<file path="src/design/svs_pkg.sv">
// Shared types and constants for the stepper valve sequencer.
// No dependencies; every other design file imports this package.
`default_nettype none

package svs_pkg;

	typedef enum logic [1:0] {
		CMD_TICK  = 2'd0,
		CMD_OPEN  = 2'd1,
		CMD_CLOSE = 2'd2,
		CMD_QUERY = 2'd3
	} cmd_op_t;

	typedef enum logic [1:0] {
		REQ_NONE  = 2'd0,
		REQ_OPEN  = 2'd1,
		REQ_CLOSE = 2'd2
	} req_t;

	typedef enum logic {
		SEQ_IDLE = 1'b0,
		SEQ_TICK = 1'b1
	} seq_state_t;

	localparam logic [2:0] POS_UNKNOWN = 3'd0;
	localparam logic [2:0] POS_OPENED  = 3'd1;
	localparam logic [2:0] POS_CLOSED  = 3'd2;
	localparam logic [2:0] POS_OPENING = 3'd3;
	localparam logic [2:0] POS_CLOSING = 3'd4;

	localparam logic KIND_DRIVE = 1'b0;
	localparam logic KIND_QUERY = 1'b1;

	localparam logic [1:0] REG_TRAVEL = 2'd0;
	localparam logic [1:0] REG_PERIOD = 2'd1;
	localparam logic [1:0] REG_START  = 2'd2;

	localparam logic [13:0] TRAVEL_RESET = 14'd1250;
	localparam logic [7:0]  PERIOD_RESET = 8'd8;
	localparam logic [1:0]  START_RESET  = 2'd0;

	localparam int QDEPTH = 2;

	typedef struct packed {
		logic [1:0] command;
		logic [1:0] valve;
	} cmd_item_t;

	typedef struct packed {
		logic [1:0] valve_id;
		logic       kind;
		logic       coils_on;
		logic [2:0] phase;
		logic       busy_res;
		logic [2:0] position;
		logic       last;
	} res_item_t;

	typedef struct packed {
		cmd_op_t    op;
		logic [1:0] valve;
	} q_entry_t;

	typedef struct packed {
		logic [13:0] travel;
		logic [7:0]  period;
		logic        pos_load;
		logic [2:0]  pos_value;
	} cfg_t;

endpackage

`default_nettype wire

</file>
<file path="src/design/stepper_valve_sequencer.sv">
// Stepper valve sequencer, half-step drive of up to NUM_VALVES valves. Commands
// enter a two-item queue; open, close and busy query are taken straight from the
// queue while idle, and a tick visits one valve a cycle, unless res_stall holds it,
// through the single shared valve-update path. An item that produces a result
// also waits out every cycle in which res_stall holds the previous result in the
// output register. Depends on svs_pkg, svs_front, svs_queue and svs_back.
`default_nettype none

module stepper_valve_sequencer #(
	parameter int NUM_VALVES = 4
) (
	input  wire logic               clk,
	input  wire logic               arst_n,
	input  wire logic               psel,
	input  wire logic               penable,
	input  wire logic               pwrite,
	input  wire logic [3:0]         paddr,
	input  wire logic [31:0]        pwdata,
	output logic [31:0]             prdata,
	output logic                    pready,
	input  wire logic               cmd_valid,
	output logic                    cmd_stall,
	input  wire svs_pkg::cmd_item_t cmd,
	output logic                    res_valid,
	input  wire logic               res_stall,
	output svs_pkg::res_item_t      res
);
	import svs_pkg::*;

	logic     push, q_full, q_pop, q_valid;
	q_entry_t push_data, q_data;
	cfg_t     cfg;

	svs_front u_front (
		.clk       (clk),
		.arst_n    (arst_n),
		.psel      (psel),
		.penable   (penable),
		.pwrite    (pwrite),
		.paddr     (paddr),
		.pwdata    (pwdata),
		.prdata    (prdata),
		.pready    (pready),
		.cmd_valid (cmd_valid),
		.cmd_stall (cmd_stall),
		.cmd       (cmd),
		.push      (push),
		.push_data (push_data),
		.q_full    (q_full),
		.cfg       (cfg)
	);

	svs_queue u_queue (
		.clk       (clk),
		.arst_n    (arst_n),
		.push      (push),
		.push_data (push_data),
		.full      (q_full),
		.pop       (q_pop),
		.valid     (q_valid),
		.data      (q_data)
	);

	svs_back #(
		.NUM_VALVES (NUM_VALVES)
	) u_back (
		.clk       (clk),
		.arst_n    (arst_n),
		.cfg       (cfg),
		.q_valid   (q_valid),
		.q_data    (q_data),
		.q_pop     (q_pop),
		.res_valid (res_valid),
		.res_stall (res_stall),
		.res       (res)
	);

endmodule

`default_nettype wire

</file>
<file path="src/design/svs_front.sv">
// Front part: configuration registers on the APB port, command intake and decode.
// Depends on svs_pkg; feeds svs_queue and hands configuration to svs_back.
`default_nettype none

module svs_front (
	input  wire logic               clk,
	input  wire logic               arst_n,
	input  wire logic               psel,
	input  wire logic               penable,
	input  wire logic               pwrite,
	input  wire logic [3:0]         paddr,
	input  wire logic [31:0]        pwdata,
	output logic [31:0]             prdata,
	output logic                    pready,
	input  wire logic               cmd_valid,
	output logic                    cmd_stall,
	input  wire svs_pkg::cmd_item_t cmd,
	output logic                    push,
	output svs_pkg::q_entry_t       push_data,
	input  wire logic               q_full,
	output svs_pkg::cfg_t           cfg
);
	import svs_pkg::*;

	logic [13:0] travel_q;
	logic [7:0]  period_q;
	logic [1:0]  start_q;
	logic        wr_en;
	logic [1:0]  reg_idx;

	assign pready  = 1'b1;
	assign reg_idx = paddr[3:2];
	assign wr_en   = psel && penable && pwrite;

	always_ff @(posedge clk or negedge arst_n) begin
		if (!arst_n) begin
			travel_q <= TRAVEL_RESET;
			period_q <= PERIOD_RESET;
			start_q  <= START_RESET;
		end else if (wr_en) begin
			case (reg_idx)
				REG_TRAVEL: travel_q <= pwdata[13:0];
				REG_PERIOD: period_q <= pwdata[7:0];
				REG_START:  start_q  <= pwdata[1:0];
				default: ;
			endcase
		end
	end

	always_comb begin
		case (reg_idx)
			REG_TRAVEL: prdata = {18'd0, travel_q};
			REG_PERIOD: prdata = {24'd0, period_q};
			REG_START:  prdata = {30'd0, start_q};
			default:    prdata = 32'd0;
		endcase
	end

	// start position code 3 loads as unknown
	always_comb begin
		cfg.travel    = travel_q;
		cfg.period    = period_q;
		cfg.pos_load  = wr_en && (reg_idx == REG_START);
		cfg.pos_value = (pwdata[1:0] == 2'd3) ? POS_UNKNOWN : {1'b0, pwdata[1:0]};
	end

	assign cmd_stall       = q_full;
	assign push            = cmd_valid && !q_full;
	assign push_data.op    = cmd_op_t'(cmd.command);
	assign push_data.valve = cmd.valve;

endmodule

`default_nettype wire

</file>
<file path="src/design/svs_queue.sv">
// Short command queue between the front and back parts.
// Depends on svs_pkg for the entry type and depth.
`default_nettype none

module svs_queue (
	input  wire logic              clk,
	input  wire logic              arst_n,
	input  wire logic              push,
	input  wire svs_pkg::q_entry_t push_data,
	output logic                   full,
	input  wire logic              pop,
	output logic                   valid,
	output svs_pkg::q_entry_t      data
);
	import svs_pkg::*;

	localparam int PW = (QDEPTH > 1) ? $clog2(QDEPTH) : 1;
	localparam int CW = $clog2(QDEPTH + 1);

	q_entry_t        mem_q [QDEPTH];
	logic [PW-1:0]   wr_ptr_q;
	logic [PW-1:0]   rd_ptr_q;
	logic [CW-1:0]   count_q;

	assign full  = (count_q == CW'(QDEPTH));
	assign valid = (count_q != '0);
	assign data  = mem_q[rd_ptr_q];

	always_ff @(posedge clk) begin
		if (push) begin
			mem_q[wr_ptr_q] <= push_data;
		end
	end

	always_ff @(posedge clk or negedge arst_n) begin
		if (!arst_n) begin
			wr_ptr_q <= '0;
			rd_ptr_q <= '0;
			count_q  <= '0;
		end else begin
			if (push) begin
				wr_ptr_q <= (wr_ptr_q == PW'(QDEPTH - 1)) ? '0 : wr_ptr_q + 1'b1;
			end
			if (pop) begin
				rd_ptr_q <= (rd_ptr_q == PW'(QDEPTH - 1)) ? '0 : rd_ptr_q + 1'b1;
			end
			case ({push, pop})
				2'b10:   count_q <= count_q + 1'b1;
				2'b01:   count_q <= count_q - 1'b1;
				default: ;
			endcase
		end
	end

endmodule

`default_nettype wire

</file>
<file path="src/design/svs_back.sv">
// Back part: per-valve state, the tick sequencer that visits one valve a cycle
// unless a result stall holds it, and the result register. Depends on svs_pkg; fed by svs_queue.
`default_nettype none

module svs_back #(
	parameter int NUM_VALVES = 4
) (
	input  wire logic              clk,
	input  wire logic              arst_n,
	input  wire svs_pkg::cfg_t     cfg,
	input  wire logic              q_valid,
	input  wire svs_pkg::q_entry_t q_data,
	output logic                   q_pop,
	output logic                   res_valid,
	input  wire logic              res_stall,
	output svs_pkg::res_item_t     res
);
	import svs_pkg::*;

	localparam int VW = (NUM_VALVES > 1) ? $clog2(NUM_VALVES) : 1;

	logic [2:0]         pos_q   [NUM_VALVES];
	req_t               req_q   [NUM_VALVES];
	logic signed [15:0] steps_q [NUM_VALVES];
	logic [2:0]         ph_q    [NUM_VALVES];
	logic [7:0]         cd_q    [NUM_VALVES];

	seq_state_t state_q, state_d;
	logic [VW-1:0] v_q;
	logic          res_valid_q;
	res_item_t     res_q, res_d;

	logic [NUM_VALVES-1:0] moving, exp_vec, sel_vec, higher_vec;
	logic [VW+1:0] q_wide, v_wide;
	logic [VW-1:0] idx;
	logic          q_in_range, slot_free, load_res, do_valve, wr_req, v_last;

	logic [2:0]         pos_r, pos_a, pos_n, ph_r, ph_n, ph_out;
	req_t               req_r, req_a;
	logic signed [15:0] st_r, st_a, st_n;
	logic signed [16:0] sum_open, sum_close;
	logic [7:0]         cd_r, cd_n;
	logic               others, exp_cur, coils, later_exp;

	assign q_wide     = (VW+2)'(q_data.valve);
	assign v_wide     = (VW+2)'(v_q);
	assign q_in_range = (q_wide < (VW+2)'(NUM_VALVES));
	assign idx        = (state_q == SEQ_TICK) ? v_q : q_wide[VW-1:0];
	assign slot_free  = !res_valid_q || !res_stall;
	assign v_last     = (v_q == VW'(NUM_VALVES - 1));

	always_comb begin
		for (int k = 0; k < NUM_VALVES; k++) begin
			moving[k]     = (pos_q[k] == POS_OPENING) || (pos_q[k] == POS_CLOSING);
			exp_vec[k]    = (cd_q[k] <= 8'd1);
			sel_vec[k]    = (idx == VW'(k));
			higher_vec[k] = (VW'(k) > idx);
		end
	end

	assign pos_r = pos_q[idx];
	assign req_r = req_q[idx];
	assign st_r  = steps_q[idx];
	assign ph_r  = ph_q[idx];
	assign cd_r  = cd_q[idx];

	assign others    = |(moving & ~sel_vec);
	assign later_exp = |(exp_vec & higher_vec);
	assign exp_cur   = (cd_r <= 8'd1);
	assign sum_open  = {st_r[15], st_r} + $signed({3'b000, cfg.travel});
	assign sum_close = {st_r[15], st_r} - $signed({3'b000, cfg.travel});

	// request take-up, then countdown and step for the visited valve
	always_comb begin
		pos_a = pos_r;
		req_a = req_r;
		st_a  = st_r;
		if (!others) begin
			req_a = REQ_NONE;
			case (req_r)
				REQ_OPEN: begin
					if (pos_r == POS_CLOSED) begin
						pos_a = POS_OPENING;
						st_a  = $signed({2'b00, cfg.travel});
					end else if (pos_r == POS_CLOSING) begin
						pos_a = POS_OPENING;
						st_a  = (sum_open[16] != sum_open[15])
							? (sum_open[16] ? 16'sh8000 : 16'sh7fff) : sum_open[15:0];
					end
				end
				REQ_CLOSE: begin
					if (pos_r == POS_OPENED) begin
						pos_a = POS_CLOSING;
						st_a  = 16'(-$signed({2'b00, cfg.travel}));
					end else if (pos_r == POS_OPENING) begin
						pos_a = POS_CLOSING;
						st_a  = (sum_close[16] != sum_close[15])
							? (sum_close[16] ? 16'sh8000 : 16'sh7fff) : sum_close[15:0];
					end
				end
				default: ;
			endcase
		end
		pos_n  = pos_a;
		st_n   = st_a;
		ph_n   = ph_r;
		ph_out = 3'd0;
		coils  = 1'b0;
		cd_n   = (cd_r != 8'd0) ? cd_r - 8'd1 : 8'd0;
		if (exp_cur) begin
			cd_n = cfg.period;
			if (st_a == 16'sd0) begin
				if (pos_a == POS_OPENING) begin
					pos_n = POS_OPENED;
				end else if (pos_a == POS_CLOSING) begin
					pos_n = POS_CLOSED;
				end
			end else begin
				coils  = 1'b1;
				ph_out = ph_r;
				if (!st_a[15]) begin
					st_n = st_a - 16'sd1;
					ph_n = ph_r + 3'd1;
				end else begin
					st_n = st_a + 16'sd1;
					ph_n = ph_r - 3'd1;
				end
			end
		end
	end

	always_comb begin
		state_d  = state_q;
		q_pop    = 1'b0;
		load_res = 1'b0;
		do_valve = 1'b0;
		wr_req   = 1'b0;
		res_d    = res_q;
		case (state_q)
			SEQ_IDLE: begin
				if (q_valid) begin
					case (q_data.op)
						CMD_TICK: begin
							q_pop   = 1'b1;
							state_d = SEQ_TICK;
						end
						CMD_OPEN, CMD_CLOSE: begin
							q_pop  = 1'b1;
							wr_req = q_in_range;
						end
						CMD_QUERY: begin
							if (slot_free) begin
								q_pop          = 1'b1;
								load_res       = 1'b1;
								res_d.valve_id = q_data.valve;
								res_d.kind     = KIND_QUERY;
								res_d.coils_on = 1'b0;
								res_d.phase    = 3'd0;
								res_d.busy_res = q_in_range &&
									((pos_r == POS_OPENING) || (pos_r == POS_CLOSING) ||
									(req_r != REQ_NONE));
								res_d.position = q_in_range ? pos_r : POS_UNKNOWN;
								res_d.last     = 1'b1;
							end
						end
						default: ;
					endcase
				end
			end
			SEQ_TICK: begin
				if (!exp_cur || slot_free) begin
					do_valve       = 1'b1;
					load_res       = exp_cur;
					res_d.valve_id = v_wide[1:0];
					res_d.kind     = KIND_DRIVE;
					res_d.coils_on = coils;
					res_d.phase    = ph_out;
					res_d.busy_res = (pos_n == POS_OPENING) || (pos_n == POS_CLOSING) ||
						(req_a != REQ_NONE);
					res_d.position = pos_n;
					res_d.last     = !later_exp;
					if (v_last) begin
						state_d = SEQ_IDLE;
					end
				end
			end
			default: state_d = SEQ_IDLE;
		endcase
	end

	always_ff @(posedge clk or negedge arst_n) begin
		if (!arst_n) begin
			state_q     <= SEQ_IDLE;
			v_q         <= '0;
			res_valid_q <= 1'b0;
		end else begin
			state_q <= state_d;
			if (state_q != SEQ_TICK || (do_valve && v_last)) begin
				v_q <= '0;
			end else if (do_valve) begin
				v_q <= v_q + 1'b1;
			end
			if (load_res) begin
				res_valid_q <= 1'b1;
			end else if (!res_stall) begin
				res_valid_q <= 1'b0;
			end
		end
	end

	always_ff @(posedge clk) begin
		if (load_res) begin
			res_q <= res_d;
		end
	end

	always_ff @(posedge clk or negedge arst_n) begin
		if (!arst_n) begin
			for (int k = 0; k < NUM_VALVES; k++) begin
				pos_q[k]   <= POS_UNKNOWN;
				req_q[k]   <= REQ_CLOSE;
				steps_q[k] <= 16'sd0;
				ph_q[k]    <= 3'd0;
				cd_q[k]    <= PERIOD_RESET;
			end
		end else begin
			for (int k = 0; k < NUM_VALVES; k++) begin
				if (cfg.pos_load) begin
					pos_q[k] <= cfg.pos_value;
				end else if (do_valve && sel_vec[k]) begin
					pos_q[k] <= pos_n;
				end
				if (do_valve && sel_vec[k]) begin
					req_q[k]   <= req_a;
					steps_q[k] <= st_n;
					ph_q[k]    <= ph_n;
					cd_q[k]    <= cd_n;
				end else if (wr_req && sel_vec[k]) begin
					req_q[k] <= (q_data.op == CMD_OPEN) ? REQ_OPEN : REQ_CLOSE;
				end
			end
		end
	end

	assign res_valid = res_valid_q;
	assign res       = res_q;

	// a request only starts travel when no other valve moves
	a_one_mover: assert property (@(posedge clk) disable iff (!arst_n)
		$countones(moving) <= 1)
		else $error("more than one valve in motion");

	a_no_overwrite: assert property (@(posedge clk) disable iff (!arst_n)
		load_res && res_valid_q |-> !res_stall)
		else $error("result register overwritten while stalled");

	a_valve_range: assert property (@(posedge clk) disable iff (!arst_n)
		state_q == SEQ_TICK |-> v_q <= VW'(NUM_VALVES - 1))
		else $error("tick visit beyond last valve");

	a_tick_end: assert property (@(posedge clk) disable iff (!arst_n)
		state_q == SEQ_TICK && do_valve && v_last |=> state_q == SEQ_IDLE && v_q == '0)
		else $error("tick did not end after last valve");

endmodule

`default_nettype wire
</file>
<file path="config.mk">
export PLATFORM = sky130hd
export DESIGN_NAME = stepper_valve_sequencer
export DESIGN_NICKNAME = d
export VERILOG_FILES = /design/src/design/svs_pkg.sv /design/src/design/stepper_valve_sequencer.sv /design/src/design/svs_front.sv /design/src/design/svs_queue.sv /design/src/design/svs_back.sv
export SDC_FILE = /design/constraint.sdc
export NUM_CORES = 1
export LEC_CHECK = 0
export ABC_AREA = 1
export BUFFER_PORTS_ARGS = -buffer_cell sky130_fd_sc_hd__buf_2
export CAP_MARGIN = 20
export CORE_ASPECT_RATIO = 1.1
export CORE_MARGIN = 4
export CORE_UTILIZATION = 25
export CTS_CLUSTER_DIAMETER = 150
export DETAILED_ROUTE_END_ITERATION = 10
export PLACE_DENSITY = 0.39
export SLEW_MARGIN = 20
export SYNTH_ARGS = -nofsm -noshare
export SYNTH_HDL_FRONTEND = slang
export SYNTH_SLANG_ARGS = --single-unit
</file>
<file path="constraint.sdc">
create_clock -name clk -period 5.6 [get_ports clk]
set_input_delay 1.12 -clock clk [delete_from_list [all_inputs] [get_ports clk]]
set_output_delay 1.12 -clock clk [all_outputs]
set_load 0.05 [all_outputs]
</file>
---- Yosys cells after proc, flatten, opt, wreduce, memory -nomap -nowiden ----
Memories as Yosys holds them, arrays and structs flattened.
Cells that the tools add are included.
word-level totals
  bits in writable memories ............... 8
  output and inout port bits .............. 47
  memories ................................ 1
  bits of input ports ..................... 47
  flip-flop bits (word level) ............. 172
cells by class
  reduce and logical (&&, ||, !) cells .... 56
  add/subtract/negate cells ............... 13
  equal/unequal tests ..................... 38
  mux-type cells .......................... 101
  bitwise logic cells ..................... 5
  order comparisons ....................... 11
memory list
  memory         words  width  rd ports  clocked after Yosys merged registers in  wr ports  line             RTL
  u_queue.mem_q  2      4      1         0                                        1         svs_queue.sv:20  q_entry_t mem_q [QDEPTH];
operators with widths
  cell                                                  number
  two-way mux 16 bit                                    14
  two-way mux 3 bit                                     27
  two-way mux 12 bit                                    4
  one-hot mux 14 bit (3 select lines)                   1
  <= comparator 8 x 1 -> 1 bit (second input constant)  5
  binary-select mux 16 bit (select 2 bit)               1
  two-way mux 2 bit                                     16
  two-way mux 8 bit                                     4
  one-hot mux 16 bit (2 select lines)                   1
  nonzero test 2 bit                                    13
  == test 3 x 2 -> 1 bit (second input constant)        8
  one-hot mux 12 bit (2 select lines)                   1
  two-way mux 1 bit                                     23
  == test 3 bit (second input constant)                 7
  == test 2 bit (second input constant)                 10
  adder 16 x 15 -> 17 bit                               1
  subtractor 16 x 15 -> 17 bit                          1
  adder 16 x 2 -> 16 bit (second input constant)        1
  binary-select mux 8 bit (select 2 bit)                1
  zero test 16 bit                                      1
  negator 14 -> 16 bit                                  1
  subtractor 16 x 2 -> 16 bit (second input constant)   1
  logical AND 1 bit                                     14
  binary-select mux 3 bit (select 2 bit)                2
  other kinds (32)                                      66

---- Depth between registers and ports, before layout ----
Gate-level depths: netlist of the first run.
An unclocked memory read counts as a cell.
  depth after elaboration ................. 21
  mapped depth ............................ 55
  gate-level depth less buffers ........... 52

---- By module ----
Synthesis of the first run repeated with hierarchy kept, for this count alone.
second synthesis, totals
  cell total of the unflattened synthesis .. 1,812
  area, all modules ....................... 12,843.6 µm²
by module, submodules not included
  module     seq. area each (µm²)  cells each  times used  area an instance (µm²)
  svs_back   3,673.5               1,582       1           10,981.8
  svs_front  608.1                 185         1           1,358.8
  svs_queue  340.3                 45          1           503.0

---- Least setup slack after synthesis of the first run ----
Ideal clock, no wire load.
  path type ............................... register to register
  from .................................... register u_queue.rd_ptr_q
  to ...................................... register u_back.steps_q[62] in the netlist's numbering
  buffers on the path ..................... 3
  arrival time ............................ 5.792 ns
  stages on the path, launching flop included .. 54
  setup time .............................. 0.130 ns
  setup slack ............................. -0.322 ns
  period minus slack after synthesis ...... 5.922 ns
  cell sequence ........................... dfrtp_1 inv_2 nand2_1 nand3_2 nand2_4 nor2_1 inv_2 buf_2 buf_1 o22ai_1 nor2_1 o21ai_0 inv_1 ha_1 nor2_1 o21ai_0 nand2_1 nand4_1 [18 not listed] o21bai_1 nand2_1 nand2_1 a21oi_1 nor2_1 o21ai_0 nand2_1 a21oi_1 o21bai_1 nand2_1 inv_1 o21ai_0 nand2_1 xor2_1 nand2_2 o21ai_4 nand2_1 o21ai_1
on the way
  longest elaborated chain between the ends .. 17
  elaborated cells on any way between the ends .. 54
ends and longest elaborated chain
  element                                                                  line                              RTL
  start: declaration                                                       svs_queue.sv:22                   logic [PW-1:0] rd_ptr_q;
  start signal: assignment                                                 svs_queue.sv:45                   rd_ptr_q <= (rd_ptr_q == PW'(QDEPTH - 1)) ? '0 : rd_ptr_q + 1'b1;
  memory read (2 x 4 bit) (*)                                              --
  two-way mux 2 bit (*)                                                    svs_back.sv:48                    assign idx = (state_q == SEQ_TICK) ? v_q : q_wide[VW-1:0];
  NOT 2 -> 3 bit (implied by the code)                                     --
  binary-select mux 16 bit (select 2 bit)                                  svs_back.sv:63                    assign st_r = steps_q[idx];
  two-way mux 16 bit (implied by the code) (2 in series)                   svs_back.sv:63
  subtractor 16 x 15 -> 17 bit or adder 16 x 15 -> 17 bit (tied branches)  svs_back.sv:71, svs_back.sv:70
  two-way mux 16 bit (tied with other cells)                               svs_back.sv:98                    ? (sum_close[16] ? 16'sh8000 : 16'sh7fff) : sum_close[15:0];
  two-way mux 16 bit (on tied branches)                                    svs_back.sv:98, svs_back.sv:88
  two-way mux 16 bit (on tied branches)                                    svs_back.sv:95, svs_back.sv:85
  two-way mux 16 bit (on tied branches)                                    svs_back.sv:92, svs_back.sv:82
  one-hot mux 16 bit (2 select lines)                                      svs_back.sv:80                    case (req_r)
  two-way mux 16 bit                                                       svs_back.sv:78                    if (!others) begin
  subtractor 16 x 2 -> 16 bit or adder 16 x 2 -> 16 bit (tied branches)    svs_back.sv:122, svs_back.sv:125
  two-way mux 16 bit                                                       svs_back.sv:121                   if (!st_a[15]) begin
  two-way mux 16 bit                                                       svs_back.sv:112                   if (st_a == 16'sd0) begin
  two-way mux 16 bit                                                       svs_back.sv:110                   if (exp_cur) begin
  end signal: indexed assignment                                           svs_back.sv:235                   steps_q[k] <= st_n;
  end: declaration                                                         svs_back.sv:24                    logic signed [15:0] steps_q [NUM_VALVES];
Every way passes the cells marked *; elsewhere a longest branch is shown, timed or not. The select of a mux whose other input is x is not followed.
A chain may end at the register's enable or synchronous reset.

---- Final worst setup path of the first run ----
Same ends and word-level chain as after synthesis.

==> impl_metrics.env, run 1 <==
export IMPL_fp_dieArea_um2=53700
export IMPL_worst_hold_path_num_cells=2
export IMPL_postRouteAntennaNets=0
export IMPL_via_count_of_the_first_global_routing_pass=12000
export IMPL_ys_ff_latch=180
export IMPL_cts_htree_levels=4
export IMPL_ys_flop_type="sky130_fd_sc_hd__dfrtp_1"
export IMPL_grt_max_degree=132
export IMPL_final_setup_worst_slack_ps=-331
export IMPL_detailroute_via_count=12400
export IMPL_synth_top_cells_by_count="sky130_fd_sc_hd__nand2_1, sky130_fd_sc_hd__inv_1, sky130_fd_sc_hd__o21ai_0"
export IMPL_num_nets_final=2155
export IMPL_grt_ovfl_total=0
export IMPL_unrepaired_setup_endpoints_after_global_routing="yes"
export IMPL_synth_cells=1737
export IMPL_async_reset_ff_frac=0.889
export IMPL_antenna_cells=0
export IMPL_numPlacedInstances=2638
export IMPL_filler_cell_count=5219
export IMPL_routed_wl_met3_mm=1.39
export IMPL_sequential_fraction_of_the_synthesis_area=0.370
export IMPL_synth_most_common_cell="sky130_fd_sc_hd__nand2_1"
export IMPL_setup_viol_count_final=8
export IMPL_post_route_cells_drive_above_1_share=0.329
export IMPL_route_top_layer_used="met4"
export IMPL_mean_cell_area_of_the_mapped_netlist_um2=7.20
export IMPL_slowest_stage="sky130_fd_sc_hd__dfrtp_2"
export IMPL_numCtsBuffers=17
export IMPL_timing_setup_tns_ps=-1840
export IMPL_synth_enable_flop_cells=20
export IMPL_worst_slew_margin_rel=0.326
export IMPL_met1_length_mm=21.0
export IMPL_syn_to_final_growth_pct=39.8
export IMPL_worstMarginPinSlew_ps=1010
export IMPL_outcome="finished with violations"
export IMPL_min_path_type="register to register"
export IMPL_failed_checks="setup timing"
export IMPL_clk_latency_ps=460
export IMPL_wl_met2_mm=22.6
export IMPL_cts_sinks=180
export IMPL_synthTopCellsByArea="sky130_fd_sc_hd__dfrtp_1, sky130_fd_sc_hd__nand2_1, sky130_fd_sc_hd__o21ai_0"
export IMPL_synth_area_um2=12500
export IMPL_timing_max_transition_violations_final=0
export IMPL_dr_pass1_iters=5
export IMPL_crit_required_ps=5990
export IMPL_initial_drc_count=663
export IMPL_synth_yosys_warnings=0
export IMPL_number_of_vias_per_cell=4.57
export IMPL_crit_fanout=7
export IMPL_die_h_um=243
export IMPL_r2r_start="u_queue.rd_ptr_q"
export IMPL_post_synthesis_cell_type_with_the_largest_combined_area="sky130_fd_sc_hd__dfrtp_1"
export IMPL_gpl_final_weighted_congestion=0.839
export IMPL_timing_rr_end="u_back.steps_q[62]"
export IMPL_post_route_period_util=1.06
export IMPL_critical_path_class="register to register"
export IMPL_max_cap_violations=0
export IMPL_cp_data_arrival_time_ps=6320
export IMPL_std_cell_rows=85
export IMPL_maxClockFrequency_ghz=0.169
export IMPL_tritoncts="yes"
export IMPL_floorplan_die_width_um=221
export IMPL_global_route_usage_total=0.165
export IMPL_yosys_cell_types_count=62
export IMPL_cpMostUsedCell="sky130_fd_sc_hd__nand2_1"
export IMPL_wire_per_inst_um=16.9
export IMPL_floorplan_initialDensity=0.254
export IMPL_reg2reg_slack_ps=-330
export IMPL_fin_crit_ps=5930
export IMPL_dpl_hpwl_mm=35.2
export IMPL_cts_hold_buf=0
export IMPL_timing_critical_path_to_type="register"
export IMPL_start_kind="register"
export IMPL_io_buffers=54
export IMPL_synth_top_area_share=0.292
export IMPL_first_pass_grt_wire_length_mm=69.6
export IMPL_setup_worst_path_start="u_queue.rd_ptr_q"
export IMPL_finalNonFillerCells=2715
export IMPL_routed_wirelength_mm=45.8
export IMPL_worst_clock_skew_ps=9.37
export IMPL_worst_setup_path_endpoint="u_back.steps_q[62]"
export IMPL_r2r_worst_path_cells=46
export IMPL_hold_violations=0
export IMPL_grt_antenna_before_repair=0
export IMPL_clockRootBuffer="sky130_fd_sc_hd__clkbuf_16"
export IMPL_clk_pin_slew_worst_paths_ps=70
export IMPL_drc_errors=0
export IMPL_ports_placed_on_the_boundary=94
export IMPL_cp_slowest_stage_delay_ps=440
export IMPL_maximum_number_of_buffers_from_clock_root_to_sink=2
export IMPL_placeableCoreArea_um2=49200
-- state kept, by name (all words and copies together) (netlist names) --
name / cells
u_back.steps_q: 64
u_back.cd_q: 32
u_front.travel_q: 14
u_back.ph_q: 12
u_back.pos_q: 12
u_back.res: 12
u_back.req_q: 8
u_front.period_q: 8
u_queue.mem_q: 8
u_back.v_q: 2
u_front.start_q: 2
u_queue.count_q: 2
u_back.res_valid: 1
u_back.state_q: 1
u_queue.rd_ptr_q: 1
u_queue.wr_ptr_q: 1
-- what timing repair did --
action                                  CTS  global route
gates cloned                              0             4
pin swaps                                36            72
buffers inserted                         26            26
gates resized for setup                  91           198
endpoints found under the setup margin   75            91
-- cell type report --
type                    instances  area (µm²)  share of cell area
clock inverters                14         143             0.00816
repair inverters                1        11.3            0.000644
repair buffers                356        2780               0.159
flip-flops and latches        180        4620               0.264
clock buffers                  18         429              0.0245
multi-input cells            1278        7840               0.448
well taps                     652         816              0.0467
inverters                     216         840              0.0480
-- worst min-delay path by stage --
stage                  startpoint                 end
5_1_grt        u_back.steps_q[36]  u_back.steps_q[36]
4_1_cts           u_back.cd_q[30]     u_back.cd_q[30]
2_1_floorplan     u_back.cd_q[28]     u_back.cd_q[28]
6_report          u_back.cd_q[30]     u_back.cd_q[30]
3_3_place_gp      u_back.cd_q[28]     u_back.cd_q[28]
3_5_place_dp   u_back.steps_q[41]  u_back.steps_q[41]
-- kinds of logic after synthesis --
| kind of cell | share of synthesized area |
|---|---|
| fa+ha+maj | 0.0604 |
| xor+xnor | 0.0357 |
| flops | 0.370 |
| compound gates | 0.184 |
| buf+inv | 0.0990 |
| simple gates | 0.251 |
| other cells | 0.000600 |
-- cells in the final DEF, fill, tap and decap left out, types with 43 or more instances in the layout --
master                    count
sky130_fd_sc_hd__inv_1      168
sky130_fd_sc_hd__nor2_1     126
sky130_fd_sc_hd__buf_2       53
sky130_fd_sc_hd__dfrtp_1    145
sky130_fd_sc_hd__o21ai_0    115
sky130_fd_sc_hd__nand2_1    409
sky130_fd_sc_hd__o21ai_1     69
sky130_fd_sc_hd__a21oi_1     73
sky130_fd_sc_hd__nand3_1     65
sky130_fd_sc_hd__nand2_2     43
sky130_fd_sc_hd__buf_4      274
-- routing by layer --
metal / vias up / GRT usage
met5: - / 0
met4: 0 / 0.0461
met3: 44 / 0.0251
met2: 163 / 0.283
met1: 5917 / 0.217
li1: 6272 / -
-- critical path: cells and delay by family (launching register included) --
family,cells,cell delay [ps]
AOI/OAI and AO/OA,16,2000
xor gates and xnor gates,1,160
adders and majority gates,2,510
buffers and inverters,8,1050
DFF,1,440
and+or+nand+nor,19,1700
-- per-stage QoR --
step | worst slack (ps) | hold slack [ps] | instance area, µm² | util
3_5_place_dp | -743 | 460 | 15400 | 0.313
3_3_place_gp | -717 | 455 | 15400 | 0.313
4_1_cts | -336 | 483 | 16500 | 0.335
6_report | -331 | 480 | 17500 | 0.355
5_1_grt | -819 | 502 | 17500 | 0.355
2_1_floorplan | 5.47 | 442 | 12700 | -
Power of run 1 is left out: the tool's default activity adds up to more than one toggle a clock period on the data nets, which glitch-free logic cannot reach.
==> run 2: changes to the inputs <==
--- a/config.mk
+++ b/config.mk
@@ -13,7 +13,6 @@
 export CORE_UTILIZATION = 25
 export CTS_CLUSTER_DIAMETER = 150
 export DETAILED_ROUTE_END_ITERATION = 10
-export PLACE_DENSITY = 0.39
 export SLEW_MARGIN = 20
 export SYNTH_ARGS = -nofsm -noshare
 export SYNTH_HDL_FRONTEND = slang
==> run 2 against run 1 <==
Effect of this change: the run still ends with setup timing left; register-to-register slack got worse by 180 ps; maximum frequency is 3.0% lower; hold slack worse by 3.6 ps; critical path depth rose by 5; setup slack worse by 180 ps; flip-flop and latch count stayed put.
==> impl_metrics.env, run 2 (synthesized netlist as in run 1, its figures left out) <==
export IMPL_fin_crit_ps=6110
export IMPL_initial_drc_count=925
export IMPL_cpMostUsedCell="sky130_fd_sc_hd__nand2_1"
export IMPL_grt_ovfl_total=0
export IMPL_post_route_cells_drive_above_1_share=0.317
export IMPL_max_cap_violations=0
export IMPL_cp_data_arrival_time_ps=6500
export IMPL_crit_required_ps=5980
export IMPL_min_path_type="register to register"
export IMPL_antenna_cells=0
export IMPL_drc_errors=0
export IMPL_fin_area_um2=17500
export IMPL_critical_path_class="register to register"
export IMPL_maxClockFrequency_ghz=0.164
export IMPL_timing_max_transition_violations_final=0
export IMPL_hold_violations=0
export IMPL_io_buffers=54
export IMPL_placeableCoreArea_um2=49200
export IMPL_r2r_worst_path_cells=51
export IMPL_global_route_usage_total=0.157
export IMPL_regMostFlops="u_back.steps_q"
export IMPL_most_frequent_cells_in_the_layout="sky130_fd_sc_hd__nand2_1, sky130_fd_sc_hd__buf_4, sky130_fd_sc_hd__inv_1, sky130_fd_sc_hd__dfrtp_1, sky130_fd_sc_hd__nor2_1"
export IMPL_worst_slew_margin_rel=0.310
export IMPL_largest_register_ff_count=64
export IMPL_grt_max_degree=86
export IMPL_finalCoreUtilization=0.355
export IMPL_final_setup_worst_slack_ps=-513
export IMPL_number_of_vias_per_cell=4.71
export IMPL_post_route_period_util=1.09
export IMPL_dpl_hpwl_mm=31.4
export IMPL_gpl_final_weighted_congestion=0.890
export IMPL_top_regs="u_back.steps_q x64, u_back.cd_q x32, u_front.travel_q x14"
export IMPL_setup_viol_count_final=91
export IMPL_crit_fanout=6
export IMPL_first_pass_grt_wire_length_mm=68.3
export IMPL_numCtsBuffers=17
export IMPL_tritoncts="yes"
export IMPL_cts_sinks=180
export IMPL_worstMarginPinSlew_ps=1030
export IMPL_via_count_of_the_first_global_routing_pass=12700
export IMPL_fp_dieArea_um2=53700
export IMPL_unrepaired_setup_endpoints_after_global_routing="yes"
export IMPL_cts_htree_levels=4
export IMPL_postRouteAntennaNets=0
export IMPL_clk_pin_slew_worst_paths_ps=80
export IMPL_die_h_um=243
export IMPL_outcome="finished with violations"
export IMPL_worst_clock_skew_ps=18.7
export IMPL_wire_per_inst_um=15.9
export IMPL_syn_to_final_growth_pct=39.7
export IMPL_ports_placed_on_the_boundary=94
export IMPL_routed_wirelength_mm=43.2
export IMPL_dr_pass1_iters=7
export IMPL_clk_latency_ps=460
export IMPL_worst_hold_path_num_cells=2
export IMPL_floorplan_initialDensity=0.254
export IMPL_filler_cell_count=5028
export IMPL_leading_cell_type_in_the_layout_fill_and_taps_excluded="sky130_fd_sc_hd__nand2_1"
export IMPL_clockRootBuffer="sky130_fd_sc_hd__clkbuf_16"
export IMPL_detailroute_via_count=12800
export IMPL_maximum_number_of_buffers_from_clock_root_to_sink=2
export IMPL_cts_hold_buf=0
export IMPL_cp_slowest_stage_delay_ps=440
export IMPL_start_kind="register"
export IMPL_num_nets_final=2155
export IMPL_placed_cell_area_um2=15100
export IMPL_grt_antenna_before_repair=1
export IMPL_failed_checks="setup timing"
export IMPL_std_cell_rows=85
export IMPL_timing_setup_tns_ps=-22060
export IMPL_timing_critical_path_to_type="register"
export IMPL_slowest_stage="sky130_fd_sc_hd__dfrtp_1"
export IMPL_floorplan_die_width_um=221
## run 2: cell count changes in the layout (fill, tap and decap cells not counted), moves of 5 or more
cell and change:
sky130_fd_sc_hd__a21oi_2 -11, sky130_fd_sc_hd__inv_1 +10, sky130_fd_sc_hd__inv_2 -10, sky130_fd_sc_hd__nand2_4 +10, sky130_fd_sc_hd__a21oi_1 +9, sky130_fd_sc_hd__nand2_2 -8
sky130_fd_sc_hd__o21ai_0 +6, sky130_fd_sc_hd__nand3_1 -5, sky130_fd_sc_hd__nor2_1 +5, sky130_fd_sc_hd__o21ai_1 -5
## run 2: final timing paths
path                       slack [ps]              from                   end
max                              -510  u_queue.rd_ptr_q    u_back.steps_q[62]
min                               480   u_back.cd_q[28]       u_back.cd_q[28]
max reg2reg                      -510  u_queue.rd_ptr_q    u_back.steps_q[62]
min reg2reg                       480   u_back.cd_q[28]       u_back.cd_q[28]
max in group asynchronous        3800            arst_n  u_front.travel_q[10]
min in group asynchronous         700            arst_n      u_back.res_valid
## run 2: timing repair
action                                  CTS  global route
buffers inserted                         62            23
pin swaps                                51            60
endpoints found under the setup margin   86            91
cloned                                    4             0
endpoints found under the hold margin     0             0
gates resized for setup                 199            84
## run 2: final cells by class
| type | count | area, µm² | area share |
|---|---|---|---|
| clock inverters | 14 | 158 | 0.00902 |
| multi-input cells | 1279 | 7830 | 0.448 |
| flip-flops and latches | 180 | 4620 | 0.264 |
| repair buffers | 355 | 2730 | 0.156 |
| repair inverters | 1 | 8.76 | 0.000501 |
| inverters | 216 | 868 | 0.0497 |
| clock buffers | 18 | 439 | 0.0251 |
| well taps | 652 | 816 | 0.0467 |
## run 2: critical path, delay by kind of cell (launching register included)
family                   cells  cell delay (ps)
buffers and inverters        7              610
XOR/XNOR                     1              160
flip-flops                   1              440
AND/OR/NAND/NOR             28             2860
adder cells (fa/ha/maj)      2              480
AO/OA/AOI/OAI               13             1440
## run 2: metal layers
| layer | up-vias | track usage | share of wire |
|---|---|---|---|
| li1 | 6261 | - | - |
| met1 | 6147 | 0.194 | 0.43 |
| met2 | 306 | 0.281 | 0.50 |
| met3 | 67 | 0.0222 | 0.042 |
| met4 | 0 | 0.0496 | 0.026 |
| met5 | - | 0 | 0 |
## run 2: per-stage QoR
step | setup WS (ps) | instances | hold WS, ps
after floorplan | 5.47 | 1754 | 442
after global placement | -681 | 2605 | 457
after detailed placement | -694 | 2605 | 460
after CTS | -312 | 2702 | 477
after global routing | -1010 | 2715 | 495
final | -513 | 2715 | 476
Power of run 2 is left out for the same reason.
==> run 3: changes to the inputs <==
--- a/config.mk
+++ b/config.mk
@@ -11,6 +11,7 @@
 export CORE_ASPECT_RATIO = 1.1
 export CORE_MARGIN = 4
 export CORE_UTILIZATION = 25
+export CTS_BUF_LIST = sky130_fd_sc_hd__clkbuf_2 sky130_fd_sc_hd__clkbuf_4 sky130_fd_sc_hd__clkbuf_8
 export CTS_CLUSTER_DIAMETER = 150
 export DETAILED_ROUTE_END_ITERATION = 10
 export SLEW_MARGIN = 20
==> run 3 against run 2 <==
Effect of this change: via count fell by 0.67%; die area did not move; the run still ends with setup timing left; critical path depth fell by 1; cell count rose by 0.11%; maximum frequency rose by 2.7%; clock skew rose by 7.3 ps; utilization fell by 0.56 points; register-to-register slack improved by 160 ps; sequential share of layout area rose by 0.42 points; cell area fell by 1.6%; non-clock buffer count rose by 3.
==> impl_metrics.env, run 3 (synthesized netlist as in run 1, its figures left out) <==
export IMPL_timing_hold_worst_start="u_back.cd_q[28]"
export IMPL_postRouteAntennaNets=0
export IMPL_clockRootBuffer="sky130_fd_sc_hd__clkbuf_8"
export IMPL_fp_dieArea_um2=53700
export IMPL_final_setup_worst_slack_ps=-355
export IMPL_grt_max_degree=86
export IMPL_die_h_um=243
export IMPL_numPlacedInstances=2605
export IMPL_hold_violations=0
export IMPL_crit_fanout=7
export IMPL_dr_pass1_iters=5
export IMPL_maximum_number_of_buffers_from_clock_root_to_sink=2
export IMPL_worst_hold_path_num_cells=2
export IMPL_top_regs="u_back.steps_q x64, u_back.cd_q x32, u_front.travel_q x14"
export IMPL_numCtsBuffers=17
export IMPL_max_cap_violations=0
export IMPL_grt_ovfl_total=0
export IMPL_cp_slowest_stage_delay_ps=450
export IMPL_floorplan_die_width_um=221
export IMPL_fin_crit_ps=5950
export IMPL_slowest_stage="sky130_fd_sc_hd__dfrtp_1"
export IMPL_timing_setup_tns_ps=-13120
export IMPL_detailroute_via_count=12700
export IMPL_num_nets_final=2157
export IMPL_syn_to_final_growth_pct=37.5
export IMPL_gpl_final_weighted_congestion=0.890
export IMPL_cts_htree_levels=4
export IMPL_timing_max_transition_violations_final=0
export IMPL_io_buffers=54
export IMPL_ports_placed_on_the_boundary=94
export IMPL_worst_slew_margin_rel=0.334
export IMPL_unrepaired_setup_endpoints_after_global_routing="yes"
export IMPL_global_route_usage_total=0.154
export IMPL_cts_sinks=180
export IMPL_drc_errors=0
export IMPL_pre_cts_setup_slack_ps=-694
export IMPL_hold_slack_ps=485
export IMPL_first_pass_grt_wire_length_mm=67.5
export IMPL_clk_pin_slew_worst_paths_ps=110
export IMPL_post_route_period_util=1.06
export IMPL_placeableCoreArea_um2=49200
export IMPL_reg2reg_slack_ps=-350
export IMPL_tritoncts="yes"
export IMPL_dpl_hpwl_mm=31.4
export IMPL_post_route_cells_drive_above_1_share=0.315
export IMPL_number_of_vias_per_cell=4.67
export IMPL_r2r_start="u_queue.rd_ptr_q"
export IMPL_most_frequent_cells_in_the_layout="sky130_fd_sc_hd__nand2_1, sky130_fd_sc_hd__buf_4, sky130_fd_sc_hd__inv_1, sky130_fd_sc_hd__dfrtp_1, sky130_fd_sc_hd__nor2_1"
export IMPL_timing_rr_end="u_back.steps_q[62]"
export IMPL_regMostFlops="u_back.steps_q"
export IMPL_failed_checks="setup timing"
export IMPL_outcome="finished with violations"
export IMPL_worst_clock_skew_ps=26.0
export IMPL_std_cell_rows=85
export IMPL_routed_wirelength_mm=42.7
export IMPL_cp_data_arrival_time_ps=6390
export IMPL_clk_latency_ps=510
export IMPL_finalNonFillerCells=2718
export IMPL_timing_critical_path_to_type="register"
export IMPL_setup_viol_count_final=91
export IMPL_wire_per_inst_um=15.7
export IMPL_leading_cell_type_in_the_layout_fill_and_taps_excluded="sky130_fd_sc_hd__nand2_1"
export IMPL_via_count_of_the_first_global_routing_pass=12600
export IMPL_critical_path_class="register to register"
export IMPL_grt_antenna_before_repair=1
export IMPL_largest_register_ff_count=64
export IMPL_initial_drc_count=943
export IMPL_floorplan_initialDensity=0.254
export IMPL_crit_required_ps=6030
export IMPL_start_kind="register"
export IMPL_min_path_type="register to register"
export IMPL_whs_endpoint="u_back.cd_q[28]"
export IMPL_worstMarginPinSlew_ps=997
export IMPL_cpMostUsedCell="sky130_fd_sc_hd__nand2_1"
export IMPL_maxClockFrequency_ghz=0.168
export IMPL_r2r_worst_path_cells=50
## run 3: stage by stage
stage	cell area (µm²)	util
2_1_floorplan	12700	-
3_3_place_gp	15100	0.307
3_5_place_dp	15100	0.307
4_1_cts	16700	0.339
5_1_grt	17200	0.349
6_report	17200	0.349
## run 3: critical path, delay by kind of cell, from the launching register on
| family | cells | cell delay, ps |
|---|---|---|
| AO/OA/AOI/OAI | 13 | 1340 |
| XOR/XNOR | 1 | 180 |
| adder cells (fa/ha/maj) | 2 | 740 |
| buffers and inverters | 7 | 640 |
| flip-flops | 1 | 450 |
| AND/OR/NAND/NOR | 27 | 2490 |
## run 3: layout make-up
class / instances / area (µm²)
multi-input cells: 1279 / 7770
flip-flops and latches: 180 / 4620
clock buffers: 18 / 248
fillers: 5090 / 32000
clock inverters: 14 / 158
repair buffers: 358 / 2740
inverters: 216 / 848
well taps: 652 / 816
diodes: 1 / 2.50
## run 3: worst max-delay path by stage
stage,from,endpoint,slack [ps],cells after the start
after floorplan,u_queue.rd_ptr_q,u_back.steps_q[62],5,46
after global placement,u_back.state_q,u_back.steps_q[14],-680,48
after detailed placement,u_back.state_q,u_back.steps_q[62],-690,46
after CTS,u_back.state_q,u_back.steps_q[62],-260,49
after global routing,u_queue.rd_ptr_q,u_back.steps_q[62],-760,53
final,u_queue.rd_ptr_q,u_back.steps_q[62],-350,50
## run 3: what timing repair did
item,4_1_cts,5_1_grt
buffers inserted,67,16
pin swaps,40,38
hold buffers,0,0
gates cloned,3,0
endpoints found under the setup margin,86,91
resized for setup,145,111
## run 3: per-layer routing
layer | track usage | part of all wire | vias to the layer above
li1 | - | - | 6265
met4 | 0.0422 | 0.026 | 0
met1 | 0.192 | 0.44 | 6068
met2 | 0.280 | 0.50 | 299
met3 | 0.0204 | 0.037 | 63
met5 | 0 | 0 | -
Power of run 3 is left out for the same reason.
